### config.mk
export PLATFORM = sky130hd
export DESIGN_NAME = guarded_register_access_filter_unit
export DESIGN_NICKNAME = d
export VERILOG_FILES = /design/src/sv/graf_pkg.sv /design/src/sv/guarded_register_access_filter_unit.sv /design/src/sv/graf_cfg.sv /design/src/sv/graf_check.sv /design/src/sv/graf_op.sv
export SDC_FILE = /design/constraint.sdc
export NUM_CORES = 1
export LEC_CHECK = 0
export BUFFER_PORTS_ARGS = -buffer_cell sky130_fd_sc_hd__buf_2
export CELL_PAD_IN_SITES_DETAIL_PLACEMENT = 0
export CELL_PAD_IN_SITES_GLOBAL_PLACEMENT = 1
export CORE_ASPECT_RATIO = 1.2
export CORE_UTILIZATION = 40
export CTS_BUF_LIST = sky130_fd_sc_hd__clkbuf_8
export CTS_CLUSTER_DIAMETER = 120
export DETAILED_ROUTE_END_ITERATION = 10
export GPL_ROUTABILITY_DRIVEN = 0
export PLACE_DENSITY = 0.84
export REMOVE_ABC_BUFFERS = 1
export SKIP_CTS_REPAIR_TIMING = 1
export SYNTH_ARGS = -nofsm -noshare
export SYNTH_HDL_FRONTEND = slang
export SYNTH_SLANG_ARGS = --single-unit
### constraint.sdc
create_clock -name clk -period 8.4 [get_ports clk]
set_input_delay 0.42 -clock clk [delete_from_list [all_inputs] [get_ports clk]]
set_output_delay 0.42 -clock clk [all_outputs]
set_load 0.005 [all_outputs]
### src/sv/graf_pkg.sv
package graf_pkg;

  // Geometry of one descriptor in the public flash window.
  localparam int unsigned DESCRIPTOR_BYTES = 20;
  localparam logic [32:0] DESC_LAST_OFS    = 33'(DESCRIPTOR_BYTES - 1);

  // Configuration port geometry.
  localparam int unsigned CFG_ADDR_W = 4;
  localparam int unsigned DATA_W     = 32;

  // Allowed target windows: peripheral space and the system control page.
  localparam logic [31:0] PERIPH_MASK = 32'hFC00_0000;
  localparam logic [31:0] PERIPH_BASE = 32'h4000_0000;
  localparam logic [31:0] SYS_MASK    = 32'hFFFF_F000;
  localparam logic [31:0] SYS_BASE    = 32'hE00F_F000;

  // Register indexes on the configuration port.
  typedef enum logic [1:0] {
    REG_FLASH_LOW   = 2'd0,
    REG_FLASH_HIGH  = 2'd1,
    REG_MAGIC       = 2'd2,
    REG_OWNER_TABLE = 2'd3
  } reg_idx_t;

  // Result status codes, in the order the checks are applied.
  typedef enum logic [2:0] {
    ST_OK        = 3'd0,
    ST_FLASH     = 3'd1,
    ST_MAGIC     = 3'd2,
    ST_OWNER_PTR = 3'd3,
    ST_OWNER     = 3'd4,
    ST_ADDRESS   = 3'd5,
    ST_WIDTH     = 3'd6,
    ST_OP        = 3'd7
  } status_t;

  // Request operation codes.
  typedef enum logic [2:0] {
    OP_READ      = 3'd0,
    OP_READ_AND  = 3'd1,
    OP_WRITE     = 3'd2,
    OP_WRITE_AND = 3'd3,
    OP_WRITE_OR  = 3'd4,
    OP_WRITE_XOR = 3'd5,
    OP_REPLACE   = 3'd6,
    OP_INVALID   = 3'd7
  } op_t;

  // Access widths in bytes.
  localparam logic [3:0] WIDTH_BYTE = 4'd1;
  localparam logic [3:0] WIDTH_HALF = 4'd2;
  localparam logic [3:0] WIDTH_WORD = 4'd4;

  // Configuration registers as seen by the datapath.
  typedef struct packed {
    logic [31:0] flash_low;
    logic [31:0] flash_high;
    logic [31:0] expected_magic;
    logic [31:0] owner_table_start;
  } cfg_t;

  // One registered request.
  typedef struct packed {
    logic [31:0] descriptor_addr;
    logic [31:0] descriptor_magic;
    logic [31:0] owner_ptr;
    logic [2:0]  req_type;
    logic [3:0]  width_bytes;
    logic        is_shared;
    logic [31:0] target_addr;
    logic [31:0] bit_mask;
    logic [31:0] write_value;
    logic [31:0] current_data;
    logic [7:0]  active_owner;
  } req_t;

  // One computed result.
  typedef struct packed {
    status_t     status;
    logic        do_write;
    logic [31:0] write_data;
    logic [31:0] read_result;
  } res_t;

  // Byte-lane mask for an access width; any other width keeps all lanes.
  function automatic logic [31:0] width_mask(input logic [3:0] w);
    logic [31:0] m;
    if (w == WIDTH_BYTE) begin
      m = 32'h0000_00FF;
    end else if (w == WIDTH_HALF) begin
      m = 32'h0000_FFFF;
    end else begin
      m = 32'hFFFF_FFFF;
    end
    return m;
  endfunction

endpackage

### src/sv/guarded_register_access_filter_unit.sv
// Channel   Ports                                              Beat taken when
// --------  -------------------------------------------------  ---------------------------
// request   start, busy, descriptor_addr .. active_owner       start && !busy
// result    done, status, do_write, write_data, read_result    done (one cycle, no stall)
// config    psel, penable, pwrite, paddr, pwdata, prdata, pready  psel && penable && pwrite
//
// A request beat is registered at the accepting edge, checked and evaluated in the next
// cycle, and its result beat is captured in the result register and then shows on the
// result ports for one cycle. busy stays low, so a new request beat may come in every
// cycle; the rate is one per cycle, set by the single check-and-compute stage between the
// two registers. rst is synchronous and active high; it clears the configuration registers
// and the valid flags of both stages. The receiver cannot stall, so nothing ever backs up.
module guarded_register_access_filter_unit (
  input  logic                             clk,
  input  logic                             rst,
  // Configuration port
  input  logic                             psel,
  input  logic                             penable,
  input  logic                             pwrite,
  input  logic [graf_pkg::CFG_ADDR_W-1:0]  paddr,
  input  logic [graf_pkg::DATA_W-1:0]      pwdata,
  output logic [graf_pkg::DATA_W-1:0]      prdata,
  output logic                             pready,
  // Request
  input  logic                             start,
  output logic                             busy,
  input  logic [31:0]                      descriptor_addr,
  input  logic [31:0]                      descriptor_magic,
  input  logic [31:0]                      owner_ptr,
  input  logic [2:0]                       req_type,
  input  logic [3:0]                       width_bytes,
  input  logic                             is_shared,
  input  logic [31:0]                      target_addr,
  input  logic [31:0]                      bit_mask,
  input  logic [31:0]                      write_value,
  input  logic [31:0]                      current_data,
  input  logic [7:0]                       active_owner,
  // Result
  output logic                             done,
  output logic [2:0]                       status,
  output logic                             do_write,
  output logic [31:0]                      write_data,
  output logic [31:0]                      read_result
);

  graf_pkg::cfg_t    cfg;
  graf_pkg::req_t    req;
  logic              req_valid;
  graf_pkg::status_t chk_status;
  graf_pkg::res_t    res_next;
  graf_pkg::res_t    res;
  logic              accept;

  assign busy   = 1'b0;
  assign accept = start && !busy;

  graf_cfg u_cfg (
    .clk     (clk),
    .rst     (rst),
    .psel    (psel),
    .penable (penable),
    .pwrite  (pwrite),
    .paddr   (paddr),
    .pwdata  (pwdata),
    .prdata  (prdata),
    .pready  (pready),
    .cfg     (cfg)
  );

  // Input register.
  always_ff @(posedge clk) begin
    if (rst) begin
      req_valid <= 1'b0;
    end else begin
      req_valid <= accept;
    end
  end

  always_ff @(posedge clk) begin
    if (accept) begin
      req.descriptor_addr  <= descriptor_addr;
      req.descriptor_magic <= descriptor_magic;
      req.owner_ptr        <= owner_ptr;
      req.req_type         <= req_type;
      req.width_bytes      <= width_bytes;
      req.is_shared        <= is_shared;
      req.target_addr      <= target_addr;
      req.bit_mask         <= bit_mask;
      req.write_value      <= write_value;
      req.current_data     <= current_data;
      req.active_owner     <= active_owner;
    end
  end

  graf_check u_check (
    .cfg    (cfg),
    .req    (req),
    .status (chk_status)
  );

  graf_op u_op (
    .req    (req),
    .status (chk_status),
    .res    (res_next)
  );

  // Result register.
  always_ff @(posedge clk) begin
    if (rst) begin
      done <= 1'b0;
    end else begin
      done <= req_valid;
    end
  end

  always_ff @(posedge clk) begin
    if (req_valid) begin
      res <= res_next;
    end
  end

  assign status      = res.status;
  assign do_write    = res.do_write;
  assign write_data  = res.write_data;
  assign read_result = res.read_result;

`ifndef ASSERT_OFF
  // Every registered request yields exactly one result beat in the next cycle.
  a_valid_to_done: assert property (@(posedge clk) disable iff (rst)
    req_valid |=> done)
    else $error("registered request produced no result beat");

  // A result beat only comes from a request held in the input register.
  a_done_has_source: assert property (@(posedge clk) disable iff (rst)
    done |-> $past(req_valid))
    else $error("result beat without a registered request");

  // A rejected request never writes and returns no data.
  a_reject_clean: assert property (@(posedge clk) disable iff (rst)
    (done && (status != graf_pkg::ST_OK)) |->
      (!do_write && (write_data == '0) && (read_result == '0)))
    else $error("rejected request carries write or read data");

  // A write beat never also returns read data.
  a_write_no_read: assert property (@(posedge clk) disable iff (rst)
    (done && do_write) |-> (read_result == '0))
    else $error("write beat with nonzero read result");
`endif

endmodule

### src/sv/graf_cfg.sv
module graf_cfg (
  input  logic                              clk,
  input  logic                              rst,
  input  logic                              psel,
  input  logic                              penable,
  input  logic                              pwrite,
  input  logic [graf_pkg::CFG_ADDR_W-1:0]   paddr,
  input  logic [graf_pkg::DATA_W-1:0]       pwdata,
  output logic [graf_pkg::DATA_W-1:0]       prdata,
  output logic                              pready,
  output graf_pkg::cfg_t                    cfg
);

  graf_pkg::reg_idx_t idx;
  logic               wr_en;

  // Word index and write strobe of the access phase.
  assign idx    = graf_pkg::reg_idx_t'(paddr[3:2]);
  assign pready = 1'b1;
  assign wr_en  = psel && penable && pwrite && pready;

  // Register bank.
  always_ff @(posedge clk) begin
    if (rst) begin
      cfg <= '0;
    end else if (wr_en) begin
      unique case (idx)
        graf_pkg::REG_FLASH_LOW:   cfg.flash_low         <= pwdata;
        graf_pkg::REG_FLASH_HIGH:  cfg.flash_high        <= pwdata;
        graf_pkg::REG_MAGIC:       cfg.expected_magic    <= pwdata;
        graf_pkg::REG_OWNER_TABLE: cfg.owner_table_start <= pwdata;
        default: ;
      endcase
    end
  end

  // Read-back mux.
  always_comb begin
    unique case (idx)
      graf_pkg::REG_FLASH_LOW:   prdata = cfg.flash_low;
      graf_pkg::REG_FLASH_HIGH:  prdata = cfg.flash_high;
      graf_pkg::REG_MAGIC:       prdata = cfg.expected_magic;
      graf_pkg::REG_OWNER_TABLE: prdata = cfg.owner_table_start;
      default:                   prdata = '0;
    endcase
  end

endmodule

### src/sv/graf_check.sv
module graf_check (
  input  graf_pkg::cfg_t    cfg,
  input  graf_pkg::req_t    req,
  output graf_pkg::status_t status
);

  logic [32:0] last_addr;
  logic        flash_ok;
  logic [32:0] owner_diff;
  logic        ptr_low;
  logic [7:0]  owner_id;
  logic        owner_ok;
  logic        target_ok;
  logic        width_ok;

  // Descriptor must lie wholly inside the flash window without wrapping.
  assign last_addr = {1'b0, req.descriptor_addr} + graf_pkg::DESC_LAST_OFS;
  assign flash_ok  = !last_addr[32]
                  && (req.descriptor_addr >= cfg.flash_low)
                  && (req.descriptor_addr <= cfg.flash_high)
                  && (last_addr[31:0] >= cfg.flash_low)
                  && (last_addr[31:0] <= cfg.flash_high);

  // Owner pointer offset; the borrow flags a pointer below the table.
  assign owner_diff = {1'b0, req.owner_ptr} - {1'b0, cfg.owner_table_start};
  assign ptr_low    = owner_diff[32];
  assign owner_id   = owner_diff[9:2];
  assign owner_ok   = req.is_shared || (owner_id == req.active_owner);

  // Target must fall in one of the two allowed windows.
  assign target_ok = ((req.target_addr & graf_pkg::PERIPH_MASK) == graf_pkg::PERIPH_BASE)
                  || ((req.target_addr & graf_pkg::SYS_MASK) == graf_pkg::SYS_BASE);

  assign width_ok = (req.width_bytes == graf_pkg::WIDTH_BYTE)
                 || (req.width_bytes == graf_pkg::WIDTH_HALF)
                 || (req.width_bytes == graf_pkg::WIDTH_WORD);

  // First failing check sets the status.
  always_comb begin
    priority if (!flash_ok) begin
      status = graf_pkg::ST_FLASH;
    end else if (req.descriptor_magic != cfg.expected_magic) begin
      status = graf_pkg::ST_MAGIC;
    end else if (ptr_low) begin
      status = graf_pkg::ST_OWNER_PTR;
    end else if (!owner_ok) begin
      status = graf_pkg::ST_OWNER;
    end else if (!target_ok) begin
      status = graf_pkg::ST_ADDRESS;
    end else if (!width_ok) begin
      status = graf_pkg::ST_WIDTH;
    end else if (graf_pkg::op_t'(req.req_type) == graf_pkg::OP_INVALID) begin
      status = graf_pkg::ST_OP;
    end else begin
      status = graf_pkg::ST_OK;
    end
  end

endmodule

### src/sv/graf_op.sv
module graf_op (
  input  graf_pkg::req_t    req,
  input  graf_pkg::status_t status,
  output graf_pkg::res_t    res
);

  logic [31:0] wm;
  logic [31:0] cur;
  logic [31:0] rd;
  logic [31:0] wr;
  logic        dw;

  // Present contents narrowed to the access width.
  assign wm  = graf_pkg::width_mask(req.width_bytes);
  assign cur = req.current_data & wm;

  // Operation datapath.
  always_comb begin
    rd = '0;
    wr = '0;
    dw = 1'b0;
    unique case (graf_pkg::op_t'(req.req_type))
      graf_pkg::OP_READ:      rd = cur;
      graf_pkg::OP_READ_AND:  rd = cur & req.bit_mask;
      graf_pkg::OP_WRITE: begin
        wr = req.write_value;
        dw = 1'b1;
      end
      graf_pkg::OP_WRITE_AND: begin
        wr = cur & (req.write_value | ~req.bit_mask);
        dw = 1'b1;
      end
      graf_pkg::OP_WRITE_OR: begin
        wr = cur | (req.write_value & req.bit_mask);
        dw = 1'b1;
      end
      graf_pkg::OP_WRITE_XOR: begin
        wr = cur ^ (req.write_value & req.bit_mask);
        dw = 1'b1;
      end
      graf_pkg::OP_REPLACE: begin
        wr = (cur & ~req.bit_mask) | (req.write_value & req.bit_mask);
        dw = 1'b1;
      end
      default: ;
    endcase
  end

  // A rejected request returns all zeros besides its status.
  always_comb begin
    res.status = status;
    if (status == graf_pkg::ST_OK) begin
      res.do_write    = dw;
      res.write_data  = wr & wm;
      res.read_result = rd;
    end else begin
      res.do_write    = 1'b0;
      res.write_data  = '0;
      res.read_result = '0;
    end
  end

endmodule

; After elaboration in Yosys (flattened, before gate mapping)
; Index checks and enable logic that the tools add are counted.
[totals]
register_bits = 438
wordCells = 87
[classes]
n_addsub = 2
muxes = 13
bitwise = 11
n_eq_ne = 17
reduce_logical = 19
magnitude_cmp = 4
[op_table]
columns = op, n
row1 = $and A32 B32 Y32, 6
row2 = $pmux W32 S5, 1
row3 = $pmux W32 S4, 1
row4 = $or A32 B32 Y32, 3
row5 = $ge A32 B32 Y1, 2
row6 = $le A32 B32 Y1, 2
row7 = $mux W32, 2
row8 = $pmux W32 S2, 1
row9 = $add A32 B5 Y33 const B, 1
row10 = $sub A32 B32 Y33, 1
row11 = $ne A32 B32 Y1, 1
row12 = $not A32 Y32, 1
row13 = $xor A32 B32 Y32, 1
row14 = $mux W3, 7
row15 = $eq A20 B20 Y1 const B, 1
row16 = $eq A3 B3 Y1 const B, 4
row17 = $eq A8 B8 Y1, 1
row18 = $reduce_and A2 Y1, 4
row19 = $eq A3 B2 Y1 const B, 2
row20 = $eq A6 B5 Y1 const B, 1
row21 = $logic_and A1 B1 Y1, 6
row22 = $logic_not A3 Y1, 2
row23 = $reduce_or A5 Y1, 1
row24 = $eq A2 B2 Y1 const B, 2
row25 = other kinds (9), 12

; Logic depth before layout (Yosys ltp)
[depth]
depth_word = 10
depth_mapped = 19
mapped_depth_nobuf = 17

; Modules after synthesis
; Synthesis repeated with hierarchy kept, for this count alone.
[unflattened]
cells_unflattened = 1917
hier_area_um2 = 22758.1
[modules_own_cells]
columns = module, seq_area_each_um2, n_inst, area_per_inst_um2, cells_each
row1 = guarded_register_access_filter_unit, 9288.9, 1, 9312.7, 314
row2 = graf_cfg, 2562.5, 1, 5900.7, 496
row3 = graf_check, 0.0, 1, 5141.2, 681
row4 = graf_op, 0.0, 1, 2403.6, 426

; Least setup slack after synthesis
; No wires, ideal clock.
[synth_timing]
path_type = reg-to-reg
start = register, netlist name req[208]
end = register res, in the netlist read_result[11], data pin
stages_incl_launch_ff = 20
setup_slack_ns = 4.052
path_buffers = 2
arrival_ns = 4.178
period_less_slack_ns = 4.348
cell_sequence = edfxtp_1 -> or2_2 -> a31oi_1 -> or2_2 -> nor4_1 -> nand2_1 -> nor3_1 -> nand3_1 -> xnor2_1 -> ha_1 -> nand4_1 -> or2_2 -> nor3_1 -> and2_1 -> o22ai_1 -> nor4_4 -> nand2b_1 -> buf_4 -> buf_6 -> nor4_2
[synth_via]
elab_chain_cells = 8
[synth_lines]
columns = element, line_no
row1 = branches (longest 5 deep; another with $add A32 B5 Y33), --
row2 = $logic_and A1 B1 Y1 (*), graf_check.sv:22  ; && (last_addr[31:0] <= cfg.flash_high);
row3 = $mux W3 (*), graf_check.sv:40  ; priority if (!flash_ok) begin
row4 = $logic_not A3 Y1 (*), graf_op.sv:52  ; if (status == graf_pkg::ST_OK) begin
row5 = end signal: assignment, guarded_register_access_filter_unit.sv:118  ; res <= res_next;
row6 = end: declaration, guarded_register_access_filter_unit.sv:51  ; graf_pkg::res_t res;
; Mark *: on every way between the ends.
; A chain may end at the register's enable or synchronous reset.

; Final worst setup path
[layout_timing]
start = register, netlist name req[209]
end = register res, in the netlist read_result[0], data pin
[layout_via]
elab_chain_cells = 8
[layout_lines]
columns = element, line_no
row1 = branches (longest 5 deep; another with $add A32 B5 Y33), --
row2 = $logic_and A1 B1 Y1 (*), graf_check.sv:22
row3 = $mux W3 (*), graf_check.sv:40
row4 = $logic_not A3 Y1 (*), graf_op.sv:52
; Marked as above.

==> run metrics <==
Worst-Margin Slew 1120 ps; xor/xnor share of the synthesized area 3.03%; Slew Viols, Final 0; simple-gate share of the synthesized area approximately 14%; placed cell count 3070; vias in the first global route 18300; WL per Instance 21.4 um; share of layout cells above drive strength 1 21.0%; initial antenna violation count 4; setup total negative slack 0 ps; post-route setup slack 2090 ps; IO Count 385; Worst Setup End Kind flip-flop; Synth cell types 64; post-synthesis mux area share 3.33%; type of origin of the critical path flip-flop; Initial Util 40.7%; Register Area 0.0115 sq mm; clk root buf clkbuf_8; Synth Instances 2080; CTS Sinks roughly 430; post-synth top area share 40.5%; largest area contributor in the netlist edfxtp_1; commonest non-fill, non-tap cells in the layout 366 x buf_2, 329 x nand2_1, 296 x edfxtp_1; die area roughly 0.056 sq mm; clk slew on worst S/H paths about 70 ps; # rows 93; cell area after synthesis roughly 0.022 sq mm; pin count of the biggest net entering global routing 116; Pwr Total between 5 and 6 mW; CTS Buf Count 75; Max-slew headroom around a quarter; critical path class flip-flop to flip-flop; DRT Pass-1 Iters 7; Syn. warnings 0; Max Cap Viol 0; worst min path class input pin to flip-flop; Area Overhead vs Synth 28.8%; Vias 19200; Leak ~10 nW; Die Span X 216 um; largest family of logic cells by synthesized area simple AND/OR/NAND/NOR gates; # setup viols final 0; Tmin final about 6300 ps; critical path peak fanout 33; Die Ht roughly 260 um; Async SR Flop Fraction 0%; Fin. Hold Viols 0; FF+latch count, synth 426; multi-input logic area 0.00951 sq mm; FF-to-FF path depth 18; Mean Syn Cell Area around 11 sq um; Filler cells about 4700; Pwr Density approximately 180 mW/mm^2; CTS tree done; most common cell after layout, fill and taps aside buf_2; grt total ovfl 0; DRT Wirelength 73700 um; pre-CTS setup slack 2260 ps; period utilization 75.1%; first-pass GRT wire length 105000 um; maximum vdd ir drop about 0.16 mV; DRC 0; IO Port Bufs roughly 370; worst path required time 8770 ps; later-pin clock latency in the skew report 680 ps; core footprint 0.0540 sq mm; clock skew ~42 ps; Adder-Cell Fraction of Synth Area 9.12%; most area-consuming cells after synthesis edfxtp_1 40%, dfxtp_1 12%, ha_1 9.1%; status complete, no violations; clock tree buffer depth 3; Top FF cell, synth edfxtp_1; All-Layer GR Usage between 20 and 25%; Synth Area in Compound Gates 13.5%; Seq/Total Area, Yosys between 50% and 60%; Antenna Violating Nets Remaining 0; WP data arrival 6680 ps; H-Tree Depth 3; vias per inst 5.56; Cell Count, Final, Fillers Out about 3400; DPL Wire Length 48500 um; number of synthesized flops with an enable pin 296; Fmax achieved 0.158 GHz; Detailed Route Iter0 Violations ~1500; RSZ-0062 raised after global routing no; WHS Path Cells 3; layout net count 3113
## per-stage QoR
step           hold WS [ps]  cell area, sq um  utilization, %
6_report               12.2             28300            52.4
3_5_place_dp            463             24400            45.2
3_3_place_gp            455             24400            45.2
4_1_cts                -155             25900            48.0
5_1_grt                1.02             28300            52.4
2_1_floorplan           440             21500               -
## logic make-up after synthesis
logic type,count (synthesis)
and+or+nand+nor,631
AOI/OAI and AO/OA,507
DFF,426
buffers and inverters,245
adders and majority gates,160
xor gates and xnor gates,76
muxes,33
other,2
## synthesized netlist by cell type, types with 9 or more instances
cell and instances:
a21oi_1 205, o21ai_0 129, nor2b_1 14, nor4_2 25
o211ai_1 39, ha_1 160, dfxtp_1 130, clkbuf_1 83
nand4_1 75, a21boi_0 11, edfxtp_1 296, inv_1 138
xnor2_1 69, mux4_2 32, nand3_1 54, nand2_1 330
a31oi_1 51, o22ai_1 10, nor4_1 9, nor2_1 56
a21o_1 18, nor3_1 28
## per-layer routing
metal	track usage (%)	wire, um
met5	0	27
met4	11.1	2830
met3	6.75	6090
met2	43.3	37700
met1	27.7	27000
## path summary, 6_finish.rpt
| path | slack (ps) | to | from |
|---|---|---|---|
| min reg2reg | 470 | u_cfg.cfg[94] | u_cfg.cfg[94] |
| max reg2reg | 2090 | read_result[0] | req[209] |
| max | 2090 | read_result[0] | req[209] |
| min | 10 | u_cfg.cfg[50] | pwdata[18] |
## power breakdown
group	switching [mW]	internal, mW	total, mW
registers	0.0833	2.36	2.45
clock network	0.935	1.03	1.97
logic	0.393	0.308	0.702
## worst max-delay path: stages, from the launching register on
cell and delay, ps:
edfxtp_1 410, or2_2 150, a31oi_1 140, or2_2 370, nor4_1 670, nand2_1 290, nor3_1 400, nand3_1 150
xnor2_1 230, ha_1 290, a21oi_1 160, o21ai_0 150, a2111oi_0 590, o21ai_0 230, o22ai_1 260, nor4_4 110
nand2b_2 690, buf_4 560, nor3_1 120
## flip-flops by register name (all words and copies together), names as in the netlist
name	count
status	3
do_write	1
done	1
write_data	32
read_result	32
u_cfg.cfg	128
req	228
req_valid	1
## area by class of cell
class,count,share of cell area [%]
clock inverter,54,1.20
clock buffer,85,4.14
timing repair buffer,621,15.4
antenna,3,0.0266
multi-input combinational,1409,33.6
tap,712,3.15
sequential,426,40.7
inverter,138,1.83
No activity file was read; power rests on OpenSTA's default activity.
